--- src/hdl/pft_pkg.sv ---
// ----------------------------------------------------------------------------
// pft_pkg: shared types and constants for the page fault frequency tracker
// Holds default sizes, fixed field widths and the controller command bundle.
// ----------------------------------------------------------------------------
package pft_pkg;

    // default table geometry
    localparam int TABLE_DEPTH_DEF = 64;
    localparam int PAGE_BITS_DEF   = 20;

    // fixed field widths
    localparam int WINDOW_W = 16;
    localparam int COUNT_W  = 7;
    localparam int TIME_W   = 32;

    // fault window after reset
    localparam logic [WINDOW_W-1:0] WINDOW_RESET = 16'd2;

    // controller to datapath commands
    typedef struct packed {
        logic load;    // capture the incoming request
        logic lookup;  // compare tags, decide on a sweep
        logic commit;  // update the table and load the result register
    } pft_cmd_t;

endpackage

--- src/hdl/pft_ctrl.sv ---
// ----------------------------------------------------------------------------
// pft_ctrl: request sequencer for the page fault frequency tracker
// Steps each request through lookup and update, owns the handshakes and
// the result valid flag.
// ----------------------------------------------------------------------------
module pft_ctrl
(
    input  logic             clk,
    input  logic             rst_n,
    input  logic             in_valid,
    output logic             in_stall,
    output logic             out_valid,
    input  logic             out_stall,
    output pft_pkg::pft_cmd_t cmd
);
    import pft_pkg::*;

    typedef enum logic [1:0] {
        S_IDLE,
        S_LOOKUP,
        S_UPDATE
    } state_t;

    state_t state_reg;
    state_t state_next;
    logic   out_valid_reg;
    logic   out_valid_next;
    logic   commit;
    logic   accept;

    // update may finish once the result register is free or draining
    assign commit   = (state_reg == S_UPDATE) && (!out_valid_reg || !out_stall);
    assign in_stall = !((state_reg == S_IDLE) || commit);
    assign accept   = in_valid && !in_stall;

    assign cmd.load   = accept;
    assign cmd.lookup = (state_reg == S_LOOKUP);
    assign cmd.commit = commit;
    assign out_valid  = out_valid_reg;

    // next state and result flag
    always_comb
    begin
        state_next     = state_reg;
        out_valid_next = out_valid_reg;
        if (out_valid_reg && !out_stall)
        begin
            out_valid_next = 1'b0;
        end
        unique case (state_reg)
            S_IDLE:
            begin
                if (accept)
                begin
                    state_next = S_LOOKUP;
                end
            end
            S_LOOKUP:
            begin
                state_next = S_UPDATE;
            end
            S_UPDATE:
            begin
                if (commit)
                begin
                    out_valid_next = 1'b1;
                    state_next     = accept ? S_LOOKUP : S_IDLE;
                end
            end
            default:
            begin
                state_next = S_IDLE;
            end
        endcase
    end

    // state and registered outputs
    always_ff @(posedge clk or negedge rst_n)
    begin
        if (!rst_n)
        begin
            state_reg     <= S_IDLE;
            out_valid_reg <= 1'b0;
        end
        else
        begin
            state_reg     <= state_next;
            out_valid_reg <= out_valid_next;
        end
    end

    // an accepted request is looked up in the next cycle
    a_accept_lookup: assert property (@(posedge clk) disable iff (!rst_n)
        (in_valid && !in_stall) |=> (state_reg == S_LOOKUP))
        else $error("accepted request did not enter lookup");

    // lookup is always followed by update
    a_lookup_update: assert property (@(posedge clk) disable iff (!rst_n)
        (state_reg == S_LOOKUP) |=> (state_reg == S_UPDATE))
        else $error("lookup not followed by update");

    // a finished update always presents a result
    a_commit_result: assert property (@(posedge clk) disable iff (!rst_n)
        commit |=> out_valid_reg)
        else $error("result lost after update");

endmodule

--- src/hdl/pft_dp.sv ---
// ----------------------------------------------------------------------------
// pft_dp: resident page table datapath
// Tag compare, sweep decision, sweep and insert, reference timing and
// the result register.
// ----------------------------------------------------------------------------
module pft_dp
#(
    parameter int TABLE_DEPTH = pft_pkg::TABLE_DEPTH_DEF,
    parameter int PAGE_BITS   = pft_pkg::PAGE_BITS_DEF
)
(
    input  logic                          clk,
    input  logic                          rst_n,
    input  pft_pkg::pft_cmd_t             cmd,
    input  logic                          cfg_wr_en,
    input  logic [pft_pkg::WINDOW_W-1:0]  cfg_wr_data,
    input  logic [PAGE_BITS-1:0]          page_number,
    output logic                          hit,
    output logic                          swept,
    output logic [pft_pkg::COUNT_W-1:0]   evicted_count,
    output logic [pft_pkg::COUNT_W-1:0]   resident_count,
    output logic                          overflow
);
    import pft_pkg::*;

    localparam int CNT_W = $clog2(TABLE_DEPTH + 1);

    // table
    logic [PAGE_BITS-1:0]   tag_reg [TABLE_DEPTH];
    logic [TABLE_DEPTH-1:0] valid_reg, valid_next;
    logic [TABLE_DEPTH-1:0] use_reg, use_next;
    logic [CNT_W-1:0]       resident_reg, resident_next;
    logic [CNT_W-1:0]       unused_reg, unused_next;

    // request and lookup results
    logic [PAGE_BITS-1:0]   page_reg;
    logic [TABLE_DEPTH-1:0] match_reg, match_vec;
    logic                   hit_reg;
    logic                   sweep_reg;
    logic                   sweep_due;

    // timing and configuration
    logic [TIME_W-1:0]      ref_count_reg;
    logic [TIME_W-1:0]      last_fault_reg;
    logic [WINDOW_W-1:0]    window_reg;

    // update path
    logic [TABLE_DEPTH-1:0] valid_sw, use_sw, free_vec, ins_onehot;
    logic [CNT_W-1:0]       resident_sw, unused_sw, evicted;
    logic                   any_free;

    // result register
    logic                   hit_out_reg, swept_out_reg, overflow_out_reg;
    logic [COUNT_W-1:0]     evicted_out_reg, resident_out_reg;

    // parallel tag compare against valid entries
    always_comb
    begin
        for (int i = 0; i < TABLE_DEPTH; i++)
        begin
            match_vec[i] = valid_reg[i] && (tag_reg[i] == page_reg);
        end
    end

    // references since last fault against the window, modulo 2^32
    assign sweep_due = ((ref_count_reg - last_fault_reg) >= TIME_W'(window_reg));

    // sweep view of the table, then first free entry
    always_comb
    begin
        if (sweep_reg)
        begin
            valid_sw    = valid_reg & use_reg;
            use_sw      = '0;
            evicted     = unused_reg;
            resident_sw = resident_reg - unused_reg;
            unused_sw   = resident_reg - unused_reg;
        end
        else
        begin
            valid_sw    = valid_reg;
            use_sw      = use_reg;
            evicted     = '0;
            resident_sw = resident_reg;
            unused_sw   = unused_reg;
        end
        free_vec   = ~valid_sw;
        ins_onehot = free_vec & (~free_vec + TABLE_DEPTH'(1));
        any_free   = |free_vec;
    end

    // next table state on commit
    always_comb
    begin
        valid_next    = valid_reg;
        use_next      = use_reg;
        resident_next = resident_reg;
        unused_next   = unused_reg;
        if (hit_reg)
        begin
            use_next = use_reg | match_reg;
            if (|(match_reg & ~use_reg))
            begin
                unused_next = unused_reg - CNT_W'(1);
            end
        end
        else
        begin
            valid_next    = valid_sw | ins_onehot;
            use_next      = use_sw | ins_onehot;
            resident_next = any_free ? (resident_sw + CNT_W'(1)) : resident_sw;
            unused_next   = unused_sw;
        end
    end

    // control and bookkeeping registers
    always_ff @(posedge clk or negedge rst_n)
    begin
        if (!rst_n)
        begin
            valid_reg      <= '0;
            use_reg        <= '0;
            resident_reg   <= '0;
            unused_reg     <= '0;
            ref_count_reg  <= '0;
            last_fault_reg <= '0;
            window_reg     <= WINDOW_RESET;
        end
        else
        begin
            if (cfg_wr_en)
            begin
                window_reg <= cfg_wr_data;
            end
            if (cmd.commit)
            begin
                valid_reg     <= valid_next;
                use_reg       <= use_next;
                resident_reg  <= resident_next;
                unused_reg    <= unused_next;
                ref_count_reg <= ref_count_reg + TIME_W'(1);
                if (!hit_reg)
                begin
                    last_fault_reg <= ref_count_reg;
                end
            end
        end
    end

    // request capture, lookup results and result payload
    always_ff @(posedge clk)
    begin
        if (cmd.load)
        begin
            page_reg <= page_number;
        end
        if (cmd.lookup)
        begin
            match_reg <= match_vec;
            hit_reg   <= |match_vec;
            sweep_reg <= !(|match_vec) && sweep_due;
        end
        if (cmd.commit)
        begin
            hit_out_reg      <= hit_reg;
            swept_out_reg    <= sweep_reg;
            overflow_out_reg <= !hit_reg && !any_free;
            evicted_out_reg  <= COUNT_W'(evicted);
            resident_out_reg <= COUNT_W'(resident_next);
        end
    end

    // tag write into the inserted entry
    always_ff @(posedge clk)
    begin
        for (int i = 0; i < TABLE_DEPTH; i++)
        begin
            if (cmd.commit && !hit_reg && ins_onehot[i])
            begin
                tag_reg[i] <= page_reg;
            end
        end
    end

    assign hit            = hit_out_reg;
    assign swept          = swept_out_reg;
    assign overflow       = overflow_out_reg;
    assign evicted_count  = evicted_out_reg;
    assign resident_count = resident_out_reg;

    // use bits only on resident entries
    a_use_in_valid: assert property (@(posedge clk) disable iff (!rst_n)
        (use_reg & ~valid_reg) == '0)
        else $error("use bit set on an empty entry");

    // running resident count tracks the valid bits
    a_resident_cnt: assert property (@(posedge clk) disable iff (!rst_n)
        resident_reg == CNT_W'($countones(valid_reg)))
        else $error("resident count out of step");

    // running unused count tracks valid entries with a clear use bit
    a_unused_cnt: assert property (@(posedge clk) disable iff (!rst_n)
        unused_reg == CNT_W'($countones(valid_reg & ~use_reg)))
        else $error("unused count out of step");

endmodule

--- src/hdl/page_fault_frequency_tracker.sv ---
// ----------------------------------------------------------------------------
// page_fault_frequency_tracker: PFF resident set tracker
// One page reference in, one hit/sweep/residency result out.
// ----------------------------------------------------------------------------
// Usage:
//   Input channel: in_valid / in_stall with page_number. Each accepted
//   request is one page reference and produces exactly one result.
//   Output channel: out_valid / out_stall with hit, swept, evicted_count,
//   resident_count and overflow, held stable while stalled.
//   Config: cfg_wr_en / cfg_wr_data write the 16-bit fault window; write
//   only while no request is in flight.
//   Steps: each accepted request is tag compared, then swept/inserted, and
//   its result is registered as the update completes.
//   Overlap: the compare and update steps run over the register table; a
//   new request is taken as the update of the previous one completes.
//   Stall: while a result waits on out_stall, the next request may still
//   be accepted and compared; its update holds until the result drains.
//   Reset: table empty, counters zero, fault window 2; ready at once.
// ----------------------------------------------------------------------------
module page_fault_frequency_tracker
#(
    parameter int TABLE_DEPTH = pft_pkg::TABLE_DEPTH_DEF,
    parameter int PAGE_BITS   = pft_pkg::PAGE_BITS_DEF
)
(
    input  logic                          clk,
    input  logic                          rst_n,
    input  logic                          cfg_wr_en,
    input  logic [pft_pkg::WINDOW_W-1:0]  cfg_wr_data,
    input  logic                          in_valid,
    output logic                          in_stall,
    input  logic [PAGE_BITS-1:0]          page_number,
    output logic                          out_valid,
    input  logic                          out_stall,
    output logic                          hit,
    output logic                          swept,
    output logic [pft_pkg::COUNT_W-1:0]   evicted_count,
    output logic [pft_pkg::COUNT_W-1:0]   resident_count,
    output logic                          overflow
);
    import pft_pkg::*;

    pft_cmd_t cmd;

    // sequencer
    pft_ctrl u_ctrl
    (
        .clk       (clk),
        .rst_n     (rst_n),
        .in_valid  (in_valid),
        .in_stall  (in_stall),
        .out_valid (out_valid),
        .out_stall (out_stall),
        .cmd       (cmd)
    );

    // table and result datapath
    pft_dp
    #(
        .TABLE_DEPTH (TABLE_DEPTH),
        .PAGE_BITS   (PAGE_BITS)
    )
    u_dp
    (
        .clk            (clk),
        .rst_n          (rst_n),
        .cmd            (cmd),
        .cfg_wr_en      (cfg_wr_en),
        .cfg_wr_data    (cfg_wr_data),
        .page_number    (page_number),
        .hit            (hit),
        .swept          (swept),
        .evicted_count  (evicted_count),
        .resident_count (resident_count),
        .overflow       (overflow)
    );

endmodule

--- config.mk ---
export PLATFORM = sky130hd
export DESIGN_NAME = page_fault_frequency_tracker
export DESIGN_NICKNAME = d
export VERILOG_FILES = /design/src/hdl/pft_pkg.sv /design/src/hdl/pft_ctrl.sv /design/src/hdl/pft_dp.sv /design/src/hdl/page_fault_frequency_tracker.sv
export SDC_FILE = /design/constraint.sdc
export NUM_CORES = 2
export LEC_CHECK = 0
export BUFFER_PORTS_ARGS = -buffer_cell sky130_fd_sc_hd__buf_2
export CORE_UTILIZATION = 55
export CTS_BUF_LIST = sky130_fd_sc_hd__clkbuf_8
export DETAILED_ROUTE_END_ITERATION = 10
export PLACE_DENSITY = 0.82
export SYNTH_ARGS = -nofsm -noshare
export SYNTH_HDL_FRONTEND = slang
export SYNTH_SLANG_ARGS = --single-unit
--- constraint.sdc ---
create_clock -name clk -period 9.4 [get_ports clk]
set_input_delay 0.94 -clock clk [delete_from_list [all_inputs] [get_ports clk]]
set_output_delay 0.94 -clock clk [all_outputs]
set_load 0.05 [all_outputs]
==> out/qor.yml <==
synth:
  synthAdderAreaFrac_pct: 1.06
  synth_top_family_by_area: "XOR/XNOR gates"
  synth_seq_cells: 1608
  yosysSeqAreaShare_pct: 67.4
  yosys.cell_types.count: 78
  ys.warnings.count: 0
  syn-num-nets: 5011
  synthesis.area_sq_mm: 0.0699
  netlist_instances: 4912
  synthArstFlopShare_pct: 14.0
  synthXorXnorAreaFrac_pct: 16.9
  postSynthAreaPerCell_sq_um: 14.2
  synth-simple-area-share_pct: 7.83
  synth_top_flop_cell: "edfxtp_1"
  synth.area.mux_share_pct: 0.195
  synth_edf_count: 1383
  synth-compound-area-share_pct: 4.81
global_routing:
  antenna_found_initial: 3
  grt_use_total_pct: 25.6
  grt_max_degree: 100
  overflow: 0
  first_global_vias: 42300
  grt_pass1_wl_um: 249000
cts:
  cts_buffer_depth: 4
  cts_root_buf: "clkbuf_8"
  clk_pin_slew_ps: 60
  ctsHoldBuffers: 1
  cts_setup_buffers: 0
  cts_sinks: 1608
  tritoncts: "done"
  htree_levels: 5
  clkLatencyLatePin_ps: 990
  cts_buffers: 275
  post_cts_resized: 0
timing:
  clock_skew_ps: 80.8
  fin_crit_ps: 5330
  slew_violations: 0
  whs_ps: 148
  rsz0062_at_grt: "false"
  fmax_mhz: 188
  hold_violations: 0
  tns_ps: 0
  post-route-period-util_pct: 56.7
  slew_headroom_pct: 12.2
  worst_pin_slew_ps: 1310
  finalSetupViolCount: 0
placed_design:
  portBuffers: 59
  place_hpwl_um: 94600
  gp_congestion: 0.975
  dpl_cell_area_sq_mm: 0.0727
finish:
  fin_nets: 5259
  drive_gt1_share_pct: 10.0
  largest_register_ffs: 1280
  fillers: 8992
  finish.instance_area_sq_mm: 0.0775
  area_delta_synth_final_pct: 10.8
drt:
  wl_um: 163000
  via_per_inst: 5.92
  vias: 41400
  drc: 0
  routedWlPerCell_um: 23.3
  drt_iter0_drc: 3681
  drtPass1Iterations: 7
  final_antenna_net_count: 0
die:
  die_w_um: 359
  die_y_um: 359
  fp.dieArea_sq_mm: 0.129
  core_area_sq_mm: 0.126
  num_rows: 130
  ios: 60
  start_util_pct: 55.5
critical_path:
  cpPeakStageDelay_ps: 730
  cp.required_ps: 10070
  crit_chain: "buf_4 -> nor2b_1 -> a2111oi_4 -> nand4_1 -> or4b_1 -> nor2_1 -> nand4_1 -> or4_1 -> nor2_1 -> buf_4"
  worstSetupPathType: "flip-flop to flip-flop"
  critPathMaxFanout: 60
  endpoint_kind: "flip-flop"
  reg2reg_slack_ps: 4070
  cp-start-kind: "flip-flop"
  crit_path_top_delay_cell: "or4_1"
  cp_data_arrival_time_ps: 6000
power:
  p_total_mw: 16.4
  powerDensity_mw_per_mm2: 211
  power_leakage_nw: 26.4
  ir_worst_vdd_mv: 0.156
worst_hold_path:
  hold_class: "input pin to flip-flop"
run_status:
  outcome: "finished, final reports clean"
run:
  max_cap_violations: 0
==> Yosys cell counts (40+ instances only) <==
master | n | share of area [%]
a21oi_1 | 139 | 0.99
buf_1 | 59 | 0.32
clkbuf_1 | 134 | 0.72
dfrtp_1 | 224 | 8.0
edfxtp_1 | 1383 | 59
ha_1 | 56 | 1.0
inv_1 | 137 | 0.74
nand2_1 | 226 | 1.2
nand3_1 | 102 | 0.73
nand4_1 | 235 | 2.1
nor2_1 | 88 | 0.47
nor4_1 | 218 | 2.0
o21ai_0 | 182 | 1.3
o21bai_1 | 40 | 0.43
xnor2_1 | 807 | 10
xor2_1 | 539 | 6.8
==> cells in the final DEF (no fill, tap or decap), drive strengths merged, types with 165 or more instances in the layout <==
master | synthesis | routed
o21ai | 184 | 184
nor4 | 218 | 218
inv | 138 | 230
edfxtp | 1383 | 1383
nand2 | 226 | 226
nand4 | 236 | 236
dfrtp | 224 | 224
xor2 | 539 | 539
buf | 61 | 165
xnor2 | 807 | 807
clkbuf | 134 | 303
==> per-stage QoR <==
step / worst slack (ps) / utilization [%] / instances
global placement: 3870 / 57.7 / 6532
finish: 4070 / 61.6 / 6992
floorplan: 3560 / - / 4912
detailed placement: 3830 / 57.7 / 6532
global route: 3890 / 61.6 / 6992
CTS: 4190 / 61.6 / 6991
==> metal layers <==
| metal | vias to the layer above | routed length (um) | global-route usage [%] |
|---|---|---|---|
| met4 | 0 | 5570 | 10.2 |
| met5 | - | 0 | 0 |
| met2 | 1873 | 78100 | 41.7 |
| li1 | 18400 | - | - |
| met1 | 20700 | 66300 | 34.2 |
| met3 | 407 | 12800 | 4.60 |
==> cell type report <==
class	count	area (sq um)	area share [%]
clock buffer	303	4170	5.38
multi-input combinational	2969	21600	27.9
inverter	140	526	0.678
tap	1650	2060	2.66
clock inverter	155	667	0.860
sequential	1608	47200	60.8
antenna	1	2.50	0.00323
timing repair buffer	166	1320	1.71
==> final timing paths <==
check / from / endpoint / cells past startpoint
min: page_number[1] / u_dp.page_reg[1] / 1
min in group asynchronous: rst_n / u_dp.ref_count_reg[31] / 2
max in group asynchronous: rst_n / u_dp.valid_reg[53] / 3
max reg2reg: u_dp.sweep_reg / u_dp.tag_reg[7][104] / 10
min reg2reg: u_dp.unused_reg[1] / u_dp.unused_reg[1] / 2
max: u_dp.sweep_reg / u_dp.tag_reg[7][104] / 10
==> worst max-delay path: cells and delay by family (launching register included) <==
kind                   cells  cell delay, ps
DFF                        1             660
and+or+nand+nor            7            3000
buffers and inverters      2             780
AOI/OAI and AO/OA          1             570
==> power breakdown <==
| group | switching [mW] | internal, mW | total (mW) |
|---|---|---|---|
| clock | 2.70 | 2.98 | 5.68 |
| combinational | 1.47 | 0.919 | 2.39 |
| sequential | 0.269 | 8.03 | 8.30 |
==> cells by family (layout without fill, tap and decap cells) <==
| kind of cell | count (synthesis) | after routing |
|---|---|---|
| compound gates | 540 | 540 |
| other cells | 0 | 1 |
| simple gates | 1012 | 1012 |
| mux | 13 | 13 |
| xor+xnor | 1346 | 1346 |
| flops | 1608 | 1608 |
| fa+ha+maj | 58 | 58 |
| buf+inv | 335 | 764 |
(Power assumes the default switching activity.)
